==> src/baa_pkg.sv <==
// Package for the aligned bump allocator: field types, request, response and
// state structs, and the function and status codes. No dependencies.
`timescale 1ns / 1ps
`default_nettype none

package baa_pkg;

    typedef logic [16:0] t_len;
    typedef logic [15:0] t_offset;
    typedef logic [31:0] t_count;
    typedef logic [1:0]  t_status;

    localparam logic   FUNC_ALLOC = 1'b0;
    localparam logic   FUNC_RESET = 1'b1;

    localparam t_status ST_OK      = 2'd0;
    localparam t_status ST_INVALID = 2'd1;
    localparam t_status ST_LIMIT   = 2'd2;

    localparam t_len CAP_RESET = 17'h10000;

    typedef struct packed {
        logic func;
        t_len size;
        t_len alignment;
    } t_req;

    typedef struct packed {
        t_status status;
        t_offset offset;
        t_len    used_now;
        t_len    remaining;
        t_len    peak_now;
        t_count  grants_now;
    } t_rsp;

    typedef struct packed {
        t_len   used;
        t_len   peak;
        t_count grants;
    } t_state;

endpackage

`default_nettype wire

==> src/baa_ifs.sv <==
// Valid/ready channel interfaces for the allocator request and response items.
// Depends on baa_pkg for the field types.
`timescale 1ns / 1ps
`default_nettype none

interface baa_req_if;
    import baa_pkg::*;

    logic valid;
    logic ready;
    logic func;
    t_len size;
    t_len alignment;

    modport source (output valid, output func, output size, output alignment, input ready);
    modport sink (input valid, input func, input size, input alignment, output ready);
endinterface

interface baa_rsp_if;
    import baa_pkg::*;

    logic    valid;
    logic    ready;
    t_status status;
    t_offset offset;
    t_len    used_now;
    t_len    remaining;
    t_len    peak_now;
    t_count  grants_now;

    modport source (output valid, output status, output offset, output used_now,
                    output remaining, output peak_now, output grants_now, input ready);
    modport sink (input valid, input status, input offset, input used_now,
                  input remaining, input peak_now, input grants_now, output ready);
endinterface

`default_nettype wire

==> src/baa_step.sv <==
// Combinational allocation step: validates one request item, aligns the fill,
// checks the fit and forms the next arena state and the response. Uses baa_pkg.
`timescale 1ns / 1ps
`default_nettype none

module baa_step #(
    parameter int ADDR_BITS     = 16,
    parameter int DEFAULT_ALIGN = 8
) (
    input  baa_pkg::t_req   i_req,
    input  baa_pkg::t_state i_state,
    input  baa_pkg::t_len   i_capacity,
    output baa_pkg::t_state o_state,
    output baa_pkg::t_rsp   o_rsp
);
    import baa_pkg::*;

    localparam logic [17:0] LIMIT = (ADDR_BITS >= 17) ? 18'h20000 : (18'd1 << ADDR_BITS);
    localparam t_len        DEF_ALIGN = 17'(DEFAULT_ALIGN);

    logic [17:0] w_cap_wide;
    t_len        w_cap;
    t_len        w_align;
    t_len        w_amask;
    logic        w_pow2;
    logic [17:0] w_start;
    logic        w_fits;

    always_comb begin
        w_cap_wide = ({1'b0, i_capacity} > LIMIT) ? LIMIT : {1'b0, i_capacity};
        w_cap      = w_cap_wide[16:0];
        w_align    = (i_req.alignment == '0) ? DEF_ALIGN : i_req.alignment;
        w_amask    = w_align - 17'd1;
        w_pow2     = (w_align != '0) && ((w_align & w_amask) == '0);
        w_start    = ({1'b0, i_state.used} + {1'b0, w_amask}) & ~{1'b0, w_amask};
        w_fits     = (w_start <= {1'b0, w_cap}) &&
                     ({1'b0, i_req.size} <= ({1'b0, w_cap} - w_start));

        o_state       = i_state;
        o_rsp.status  = ST_OK;
        o_rsp.offset  = '0;

        if (i_req.func == FUNC_RESET) begin
            o_state.used   = '0;
            o_state.grants = '0;
        end else if ((i_req.size == '0) || !w_pow2) begin
            o_rsp.status = ST_INVALID;
        end else if (!w_fits) begin
            o_rsp.status = ST_LIMIT;
        end else begin
            o_rsp.offset = w_start[15:0];
            o_state.used = w_start[16:0] + i_req.size;
            if (o_state.used > i_state.peak) begin
                o_state.peak = o_state.used;
            end
            if (i_state.grants != '1) begin
                o_state.grants = i_state.grants + 32'd1;
            end
        end

        o_rsp.used_now   = o_state.used;
        o_rsp.remaining  = (o_state.used > w_cap) ? '0 : (w_cap - o_state.used);
        o_rsp.peak_now   = o_state.peak;
        o_rsp.grants_now = o_state.grants;
    end

endmodule

`default_nettype wire

==> src/bump_allocator_aligned.sv <==
// Top level of the aligned bump allocator: input register, allocation step,
// arena state and result register. Uses baa_pkg, baa_ifs and baa_step.
//
// The block takes one request item per clock cycle while the result side is not
// stalled, and returns exactly one response item for each, in order. A response
// passes through the input register and then the result register. The fill,
// peak and grant registers update in the same cycle that a request moves into
// the result register, so the align, add and compare path from the fill
// register back to itself sets the one-item-per-cycle rate.
// Ready toward the requester stays high while the result side keeps draining.
// The capacity register resets to 65536 and is written with i_cfg_we.
`timescale 1ns / 1ps
`default_nettype none

module bump_allocator_aligned #(
    parameter int ADDR_BITS     = 16,
    parameter int DEFAULT_ALIGN = 8
) (
    input  wire           i_clk,
    input  wire           i_rst_n,
    input  wire           i_cfg_we,
    input  baa_pkg::t_len i_cfg_wdata,
    baa_req_if.sink       i_req,
    baa_rsp_if.source     o_rsp
);
    import baa_pkg::*;

    logic   r_in_valid;
    t_req   r_in;
    logic   r_out_valid;
    t_rsp   r_out;
    t_state r_state;
    t_len   r_capacity;

    t_state n_state;
    t_rsp   n_rsp;
    logic   w_out_load;
    logic   w_out_free;

    assign w_out_free  = !r_out_valid || o_rsp.ready;
    assign w_out_load  = r_in_valid && w_out_free;
    assign i_req.ready = !r_in_valid || w_out_load;

    baa_step #(
        .ADDR_BITS     (ADDR_BITS),
        .DEFAULT_ALIGN (DEFAULT_ALIGN)
    ) u_step (
        .i_req      (r_in),
        .i_state    (r_state),
        .i_capacity (r_capacity),
        .o_state    (n_state),
        .o_rsp      (n_rsp)
    );

    always_ff @(posedge i_clk) begin
        if (!i_rst_n) begin
            r_in_valid  <= 1'b0;
            r_out_valid <= 1'b0;
            r_state     <= '0;
            r_capacity  <= CAP_RESET;
        end else begin
            if (i_req.ready) begin
                r_in_valid <= i_req.valid;
            end
            if (w_out_free) begin
                r_out_valid <= r_in_valid;
            end
            if (w_out_load) begin
                r_state <= n_state;
            end
            if (i_cfg_we) begin
                r_capacity <= i_cfg_wdata;
            end
        end
    end

    always_ff @(posedge i_clk) begin
        if (i_req.ready) begin
            r_in.func      <= i_req.func;
            r_in.size      <= i_req.size;
            r_in.alignment <= i_req.alignment;
        end
        if (w_out_load) begin
            r_out <= n_rsp;
        end
    end

    assign o_rsp.valid      = r_out_valid;
    assign o_rsp.status     = r_out.status;
    assign o_rsp.offset     = r_out.offset;
    assign o_rsp.used_now   = r_out.used_now;
    assign o_rsp.remaining  = r_out.remaining;
    assign o_rsp.peak_now   = r_out.peak_now;
    assign o_rsp.grants_now = r_out.grants_now;

    a_reset_clears: assert property (@(posedge i_clk) disable iff (!i_rst_n)
        (w_out_load && (r_in.func == FUNC_RESET)) |=>
            ((r_state.used == '0) && (r_state.grants == '0)))
        else $error("Arena reset item did not clear fill and grant count.");

    a_peak_covers_fill: assert property (@(posedge i_clk) disable iff (!i_rst_n)
        r_state.peak >= r_state.used)
        else $error("Peak mark fell below the fill level.");

    a_peak_monotone: assert property (@(posedge i_clk)
        (i_rst_n && $past(i_rst_n)) |-> (r_state.peak >= $past(r_state.peak)))
        else $error("Peak mark decreased outside reset.");

    a_in_holds: assert property (@(posedge i_clk) disable iff (!i_rst_n)
        (r_in_valid && !w_out_load) |=> (r_in_valid && $stable(r_in)))
        else $error("Stalled request item was lost or changed.");

endmodule

`default_nettype wire

==> src/flat_wrapper.sv <==
// flat-port wrapper written by rule: the top's interface ports become plain ports
module bump_allocator_aligned_flat import baa_pkg::*;
#(
    parameter int ADDR_BITS     = 16,
    parameter int DEFAULT_ALIGN = 8
)
  (i_clk, i_rst_n, i_cfg_we, i_cfg_wdata, i_req_valid, i_req_func, i_req_size, i_req_alignment, i_req_ready, o_rsp_valid, o_rsp_status, o_rsp_offset, o_rsp_used_now, o_rsp_remaining, o_rsp_peak_now, o_rsp_grants_now, o_rsp_ready);
  baa_req_if i_req_i ();
  baa_rsp_if o_rsp_i ();
  input  wire i_clk;
  input  wire i_rst_n;
  input  wire i_cfg_we;
  input  baa_pkg::t_len i_cfg_wdata;
  input wire logic [$bits(i_req_i.valid)-1:0] i_req_valid;
  input wire logic [$bits(i_req_i.func)-1:0] i_req_func;
  input wire logic [$bits(i_req_i.size)-1:0] i_req_size;
  input wire logic [$bits(i_req_i.alignment)-1:0] i_req_alignment;
  output wire logic [$bits(i_req_i.ready)-1:0] i_req_ready;
  output wire logic [$bits(o_rsp_i.valid)-1:0] o_rsp_valid;
  output wire logic [$bits(o_rsp_i.status)-1:0] o_rsp_status;
  output wire logic [$bits(o_rsp_i.offset)-1:0] o_rsp_offset;
  output wire logic [$bits(o_rsp_i.used_now)-1:0] o_rsp_used_now;
  output wire logic [$bits(o_rsp_i.remaining)-1:0] o_rsp_remaining;
  output wire logic [$bits(o_rsp_i.peak_now)-1:0] o_rsp_peak_now;
  output wire logic [$bits(o_rsp_i.grants_now)-1:0] o_rsp_grants_now;
  input wire logic [$bits(o_rsp_i.ready)-1:0] o_rsp_ready;
  assign i_req_i.valid = i_req_valid;
  assign i_req_i.func = i_req_func;
  assign i_req_i.size = i_req_size;
  assign i_req_i.alignment = i_req_alignment;
  assign i_req_ready = i_req_i.ready;
  assign o_rsp_valid = o_rsp_i.valid;
  assign o_rsp_status = o_rsp_i.status;
  assign o_rsp_offset = o_rsp_i.offset;
  assign o_rsp_used_now = o_rsp_i.used_now;
  assign o_rsp_remaining = o_rsp_i.remaining;
  assign o_rsp_peak_now = o_rsp_i.peak_now;
  assign o_rsp_grants_now = o_rsp_i.grants_now;
  assign o_rsp_i.ready = o_rsp_ready;
  bump_allocator_aligned #(.ADDR_BITS(ADDR_BITS), .DEFAULT_ALIGN(DEFAULT_ALIGN)) u_core (.i_clk(i_clk), .i_rst_n(i_rst_n), .i_cfg_we(i_cfg_we), .i_cfg_wdata(i_cfg_wdata), .i_req(i_req_i), .o_rsp(o_rsp_i));
endmodule
==> config.mk <==
export PLATFORM = sky130hd
export DESIGN_NAME = bump_allocator_aligned_flat
export DESIGN_NICKNAME = d
export VERILOG_FILES = /design/src/baa_pkg.sv /design/src/baa_ifs.sv /design/src/baa_step.sv /design/src/bump_allocator_aligned.sv /design/src/flat_wrapper.sv
export SDC_FILE = /design/constraint.sdc
export NUM_CORES = 1
export LEC_CHECK = 0
export BUFFER_PORTS_ARGS = -buffer_cell sky130_fd_sc_hd__clkbuf_2
export CAP_MARGIN = 25
export CORE_ASPECT_RATIO = 0.8
export CORE_UTILIZATION = 64
export DETAILED_ROUTE_END_ITERATION = 12
export MAX_ROUTING_LAYER = met4
export PLACE_DENSITY = 0.86
export SYNTH_ARGS = -nofsm -noshare
export SYNTH_HDL_FRONTEND = slang
export SYNTH_SLANG_ARGS = --single-unit
==> constraint.sdc <==
create_clock -name i_clk -period 21.5 [get_ports i_clk]
set_input_delay 6.45 -clock i_clk [delete_from_list [all_inputs] [get_ports i_clk]]
set_output_delay 6.45 -clock i_clk [all_outputs]
set_load 0.02 [all_outputs]
==> run_results.csv, run 1 <==
group,metric,value,unit
clock_network,htreeDepth,1,
sta,grt_setup_unrepaired,"no",
clock_network,cts_sinks,221,
placement,dp_hpwl,26860,µm
logic_synthesis,synthArstFlopShare,0,%
clock_network,worst_skew_pair.late_latency,530,ps
grt,grt_pass1_wl,57380,µm
logic_synthesis,synth-edff-count,136,
logic_synthesis,ys_top_cells_by_area,"edfxtp_1 29%, dfxtp_1 12%, ha_1 11%",
sta,fin_crit_sh,63.28,%
clock_network,cts_tree,"done",
power_and_ir_drop,irDropWorstVdd,0.00005761,V
logic_synthesis,syn-mean-instance-area,9.599,µm²
die,num_rows,48,
worst_setup_path,cpMostUsedCell,"clkbuf_2",
finish,post-route-util,72.96,%
worst_setup_path,cp.arrival,7160,ps
worst_setup_path,crit_path_cell_trace,"clkbuf_2 > nor2b_1 > nand2_1 > clkbuf_2",
route,route.detailed.drc,0,
worst_setup_path,endpoint_kind,"output port",
sta,relSlewSlack,36.15,%
finish,postLayoutCellArea,15730,µm²
finish,layout-drive-gt1-share,16.06,%
die,core-area,21560,µm²
clock_network,cts.path.max_buffers,3,
finish,diodes,0,
logic_synthesis,synth_cell_type_count,80,
finish,n_fill_cell,1561,
logic_synthesis,seq_area_frac_synth,41.23,%
grt,grt_max_degree,84,
power_and_ir_drop,power_density,69.31,nW/µm²
logic_synthesis,yosysWarnings,0,
route,firstDrtPassIters,5,
sta,min_period,13610,ps
sta,finalHoldViolCount,0,
route,drt_iter0_drc,1326,
logic_synthesis,syn_area,14030,µm²
run,cap_viol_max_count,0,
worst_setup_path,cp_max_fo,4,
route,finalWirelength,36710,µm
clock_network,cts_buffers,23,
route,post_drt_wl_per_cell,19.58,µm
grt,overflow,0,
route,vias,12110,
finish,fin_nets,1762,
power_and_ir_drop,p_leak,0.006293,µW
worst_setup_path,slowest_stage,"nor2b_1",
logic_synthesis,ys_ff_latch,221,
placement,port_buffers,159,
worst_setup_path,cp.buffers_inverters,2,
sta,worst_pin_slew,952.3,ps
sta,finalSetupTns,0,ps
worst_setup_path,path_delay_family,"simple AND/OR/NAND/NOR gates",
clock_network,postCtsSetupBuffers,0,
sta,fin_skew,21.46,ps
clock_network,cts_root_buffer,"clkbuf_16",
logic_synthesis,synthCells,1462,
logic_synthesis,synth_area_leader_cell,"edfxtp_1",
die,start_util,65.09,%
clock_network,postCtsHoldBufs,0,
clock_network,clk_pin_slew,60,ps
sta,setup_viol,0,
logic_synthesis,ys.flop_type,"edfxtp_1",
sta,slew_viol_final,0,
route,viasPerCell,6.460,
worst_setup_path,reg2reg_setup_slack,10730,ps
die,die_height,134.4,µm
grt,antenna_found_initial,1,
logic_synthesis,synth.top_cell.area_share,29.10,%
worst_setup_path,max_stage_delay,210,ps
worst_setup_path,required,15050,ps
hold_path,hp-class,"reg2reg",
die,dieArea,22530,µm²
worst_setup_path,path_class,"in2out",
die,die_w,167.6,µm
finish,area_growth,12.09,%
route,ant_nets,0,
placement,gp_congestion,0.9690,
outcome,outcome,"finished, final reports clean",
grt,grt_use_total,33.18,%
clock_network,cts_resized,0,
placement,place_area,14960,µm²
logic_synthesis,synth_nets,1641,
sta,max_freq,0.07350,GHz
worst_setup_path,crit_path_start_kind,"primary input",
grt,grt_pass1_vias,10730,
die,ios,160,
-- through the flow --
step / power (µW) / std cells / worst slack (ps) / hold WS [ps]
6_report: 1090 / 1875 / 7894 / 514.1
3_3_place_gp: 678.8 / 1832 / 7869 / 473.8
4_1_cts: 1089 / 1874 / 7864 / 513.7
2_1_floorplan: 627.7 / 1462 / 7660 / 460.4
3_5_place_dp: 686.1 / 1832 / 7873 / 498.8
5_1_grt: 1129 / 1875 / 7805 / 542.1
-- final timing paths --
check                           depth (start not counted)                             from                                       to
worst max-delay path                                    4                      o_rsp_ready                              i_req_ready
worst min register to register                          2  u_core.r_state[34]$_SDFFE_PN0P_          u_core.r_state[34]$_SDFFE_PN0P_
worst max register to register                         39         u_core.r_in[0]$_DFFE_PP_  u_core.o_rsp.remaining[4]$_SDFFCE_PN0P_
worst min-delay path                                    2  u_core.r_state[34]$_SDFFE_PN0P_          u_core.r_state[34]$_SDFFE_PN0P_
-- area by class of cell --
class	count	area, µm²	area share [%]
multi-input combinational	1090	7657	48.68
sequential	221	5786	36.78
timing repair buffer	172	893.4	5.679
clock buffer	29	608.1	3.866
tap	275	344.1	2.187
inverter	75	284.0	1.806
clock inverter	13	157.7	1.002
-- registers in the layout, indices dropped and copies added, names as in the netlist, 16 cells and up --
signal / cells
u_core.o_rsp.remaining: 17
u_core.r_state: 66
u_core.o_rsp.used_now: 17
u_core.o_rsp.peak_now: 17
u_core.o_rsp.grants_now: 32
u_core.r_capacity: 17
u_core.o_rsp.offset: 16
u_core.r_in: 35
-- synth_stat cells (7+ instances only) --
master / number
nor4_1: 18
inv_1: 75
and3_1: 18
or2_2: 19
nor3_1: 48
o211ai_1: 21
o21ai_0: 43
a21oi_1: 81
nor2_1: 140
a31oi_1: 17
or3_1: 28
edfxtp_1: 136
a22o_1: 21
ha_1: 118
a211oi_1: 11
xnor2_1: 42
clkbuf_1: 63
buf_2: 8
nand2b_1: 17
o2111ai_1: 7
dfxtp_1: 85
and4_1: 7
xor2_1: 20
or4_1: 16
a21o_1: 16
mux2i_1: 50
and2_1: 8
nand3_1: 51
o31ai_1: 16
nand3b_1: 7
o21a_1: 9
o21bai_1: 10
mux2_2: 17
a211o_1: 7
nand2_1: 85
nor2b_1: 27
nand4_1: 23
-- cells by family (layout without fill, tap and decap cells) --
kind of cell    Yosys count  count (layout)  synth area share (%)
compound gates          306             306                 14.92
mux                      67              67                 4.930
xor+xnor                 63              63                 4.039
fa+ha+maj               122             122                 11.09
simple gates            532             532                 19.55
buf+inv                 151             289                 4.244
flops                   221             221                 41.23
-- routing by layer --
layer,global-route usage [%],part of all wire (%),up-vias
li1,-,-,5666
met2,49.51,44,634
met1,48.04,45,5758
met5,-,0,-
met4,6.677,1.9,0
met3,4.898,9.7,55
-- cells in the final DEF (no fill, tap or decap), types with 19 or more instances in the layout --
cell type	Yosys	layout
a21oi_1	81	81
a22o_1	21	21
clkbuf_16	0	23
clkbuf_2	0	159
dfxtp_1	85	85
edfxtp_1	136	136
ha_1	118	118
inv_1	75	73
mux2i_1	50	50
nand2_1	85	85
nand3_1	51	51
nand4_1	23	23
nor2_1	140	140
nor2b_1	27	27
nor3_1	48	47
o211ai_1	21	21
o21ai_0	43	43
or2_2	19	19
or3_1	28	28
xnor2_1	42	42
xor2_1	20	20
-- worst reg2reg max path, delay by kind of cell (launching register included) --
kind                       cells  cell delay, ps
AOI/OAI and AO/OA             11            2850
xor gates and xnor gates       1             160
muxes                          1             310
DFF                            1             470
adders and majority gates      5            1680
and+or+nand+nor               18            4550
buffers and inverters          3             520
-- where the power goes --
group          switching [µW]  internal, µW
combinational             131          76.7
sequential               10.2           466
clock                     168           239
No activity file was read; power rests on OpenSTA's default activity.
==> run 2: changes to the inputs <==
- CORE_UTILIZATION: 64 -> 54
- PLACE_DENSITY: 0.86 -> 0.77
- clock period: 21.5 -> 12.1 ns (I/O delays scaled with it)
==> run_results.csv, run 2 (same netlist as run 1, synthesis figures left out) <==
group,metric,value,unit
outcome,outcome,"finished, final reports clean",
worst_setup_path,endpoint_kind,"flip-flop",
hold_path,hp-class,"reg2reg",
run,cap_viol_max_count,0,
finish,fin_cells,1922,
route,ant_nets,0,
worst_setup_path,cp_max_fo,28,
die,core-area,25370,µm²
grt,grt_use_total,29.47,%
finish,layout_commonest_cell,"clkbuf_2",
power_and_ir_drop,power.internal,1368,µW
clock_network,postCtsSetupBuffers,0,
finish,area_growth,12.42,%
power_and_ir_drop,pwr-share-comb,19.5,%
worst_setup_path,slowest_stage,"nor2_4",
clock_network,postCtsHoldBufs,0,
worst_setup_path,required,12330,ps
sta,holdWs,499.3,ps
grt,grt_max_degree,76,
finish,top_register,"u_core.r_state",
worst_setup_path,path_class,"reg2reg",
clock_network,htreeDepth,1,
worst_setup_path,max_stage_delay,850,ps
route,post_drt_wl_per_cell,20.25,µm
finish,post-route-util,62.17,%
sta,worst_pin_slew,984.8,ps
placement,dp_hpwl,29140,µm
route,route.detailed.drc,0,
sta,setup_viol,0,
sta,min_period,11040,ps
sta,finalHoldViolCount,0,
clock_network,cts_root_buffer,"clkbuf_16",
placement,placedCellCount,1877,
power_and_ir_drop,power_switching,561.7,µW
finish,diodes,0,
route,viasPerCell,6.268,
route,vias,12050,
power_and_ir_drop,seqPwrFrac,43.8,%
power_and_ir_drop,switching_share,29.10,%
power_and_ir_drop,power_frac_clock,36.7,%
route,drt_iter0_drc,1304,
grt,overflow,0,
worst_setup_path,cpMostUsedCell,"ha_1",
finish,fin_nets,1760,
finish,n_fill_cell,2100,
sta,finalSetupTns,0,ps
clock_network,cts_sinks,221,
placement,port_buffers,159,
clock_network,cts_buffers,24,
finish,largest_reg_flops,66,
worst_setup_path,crit_path_start_kind,"flip-flop",
route,firstDrtPassIters,5,
grt,grt_pass1_vias,10960,
grt,grt_pass1_wl,59460,µm
worst_setup_path,cp.buffers_inverters,1,
die,die_height,146.2,µm
finish,layout-drive-gt1-share,16.02,%
die,num_rows,52,
sta,max_freq,0.09055,GHz
die,start_util,55.31,%
sta,fin_crit_sh,91.27,%
die,ios,160,
sta,relSlewSlack,33.88,%
die,dieArea,26640,µm²
clock_network,worst_skew_pair.late_latency,530,ps
die,die_w,182.2,µm
power_and_ir_drop,p_leak,0.006285,µW
sta,fin_skew,13.66,ps
sta,grt_setup_unrepaired,"no",
clock_network,cts_tree,"done",
finish,layout_common_cells,"160 x clkbuf_2, 140 x nor2_1, 136 x edfxtp_1",
clock_network,clk_pin_slew,60,ps
route,finalWirelength,38920,µm
placement,gp_congestion,0.9728,
clock_network,cts_resized,0,
power_and_ir_drop,irDropWorstVdd,0.0001129,V
worst_setup_path,path_delay_family,"simple AND/OR/NAND/NOR gates",
sta,setup_ws,1056,ps
clock_network,cts.path.max_buffers,3,
grt,antenna_found_initial,0,
power_and_ir_drop,power_density,122.3,nW/µm²
sta,slew_viol_final,0,
placement,place_ws,1286,ps
worst_setup_path,cp.arrival,11270,ps
## run 2: changes by cell type in the layout (fill, tap and decap cells not counted), sizes merged
cell and change:
clkinv +5, buf -4, bufinv -3, clkbuf +3, inv -3
## run 2: layout make-up
| type | count | area (µm²) | area share [%] |
|---|---|---|---|
| multi-input cells | 1090 | 7660 | 48.55 |
| flip-flops and latches | 221 | 5786 | 36.67 |
| repair buffers | 169 | 875.8 | 5.552 |
| clock buffers | 31 | 699.4 | 4.433 |
| well taps | 324 | 405.4 | 2.570 |
| inverters | 75 | 284.0 | 1.800 |
| clock inverters | 12 | 66.31 | 0.4203 |
## run 2: power groups by stage
stage | logic, µW | clock network (µW) | registers, µW
6_report | 376 | 709 | 845
5_1_grt | 408 | 749 | 847
4_1_cts | 367 | 719 | 845
3_5_place_dp | 365 | 0 | 861
3_3_place_gp | 358 | 0 | 860
2_1_floorplan | 238 | 0 | 877
## run 2: final timing paths
kind / startpoint / endpoint / slack (ps) / cells after the start
worst max-delay path: u_core.r_in[0]$_DFFE_PP_ / u_core.o_rsp.remaining[12]$_SDFFCE_PN0P_ / 1060 / 37
worst min-delay path: u_core.r_state[34]$_SDFFE_PN0P_ / u_core.r_state[34]$_SDFFE_PN0P_ / 500 / 2
worst max register to register: u_core.r_in[0]$_DFFE_PP_ / u_core.o_rsp.remaining[12]$_SDFFCE_PN0P_ / 1060 / 37
worst min register to register: u_core.r_state[34]$_SDFFE_PN0P_ / u_core.r_state[34]$_SDFFE_PN0P_ / 500 / 2
## run 2: through the flow
| step | total power, µW | cell area [µm²] |
|---|---|---|
| global route | 2005 | 15780 |
| finish | 1930 | 15780 |
| CTS | 1932 | 15760 |
| detailed placement | 1226 | 14990 |
| floorplan | 1115 | 14030 |
| global placement | 1218 | 14990 |
## run 2: worst register-to-register path: cells and delay by family, from the launching register on
family | cells | cell delay [ps]
simple gates | 19 | 5600
flops | 1 | 460
compound gates | 10 | 2600
fa+ha+maj | 5 | 1670
buf+inv | 1 | 50
mux | 1 | 240
xor+xnor | 1 | 160
## run 2: metal layers
layer  track usage [%]  vias up  wire length [µm]
met1             43.92     5638             18120
met2             41.36      644             15890
met3             4.415       91              3811
li1                  -     5675                 -
met5                 -        -                 0
met4             8.025        0              1101
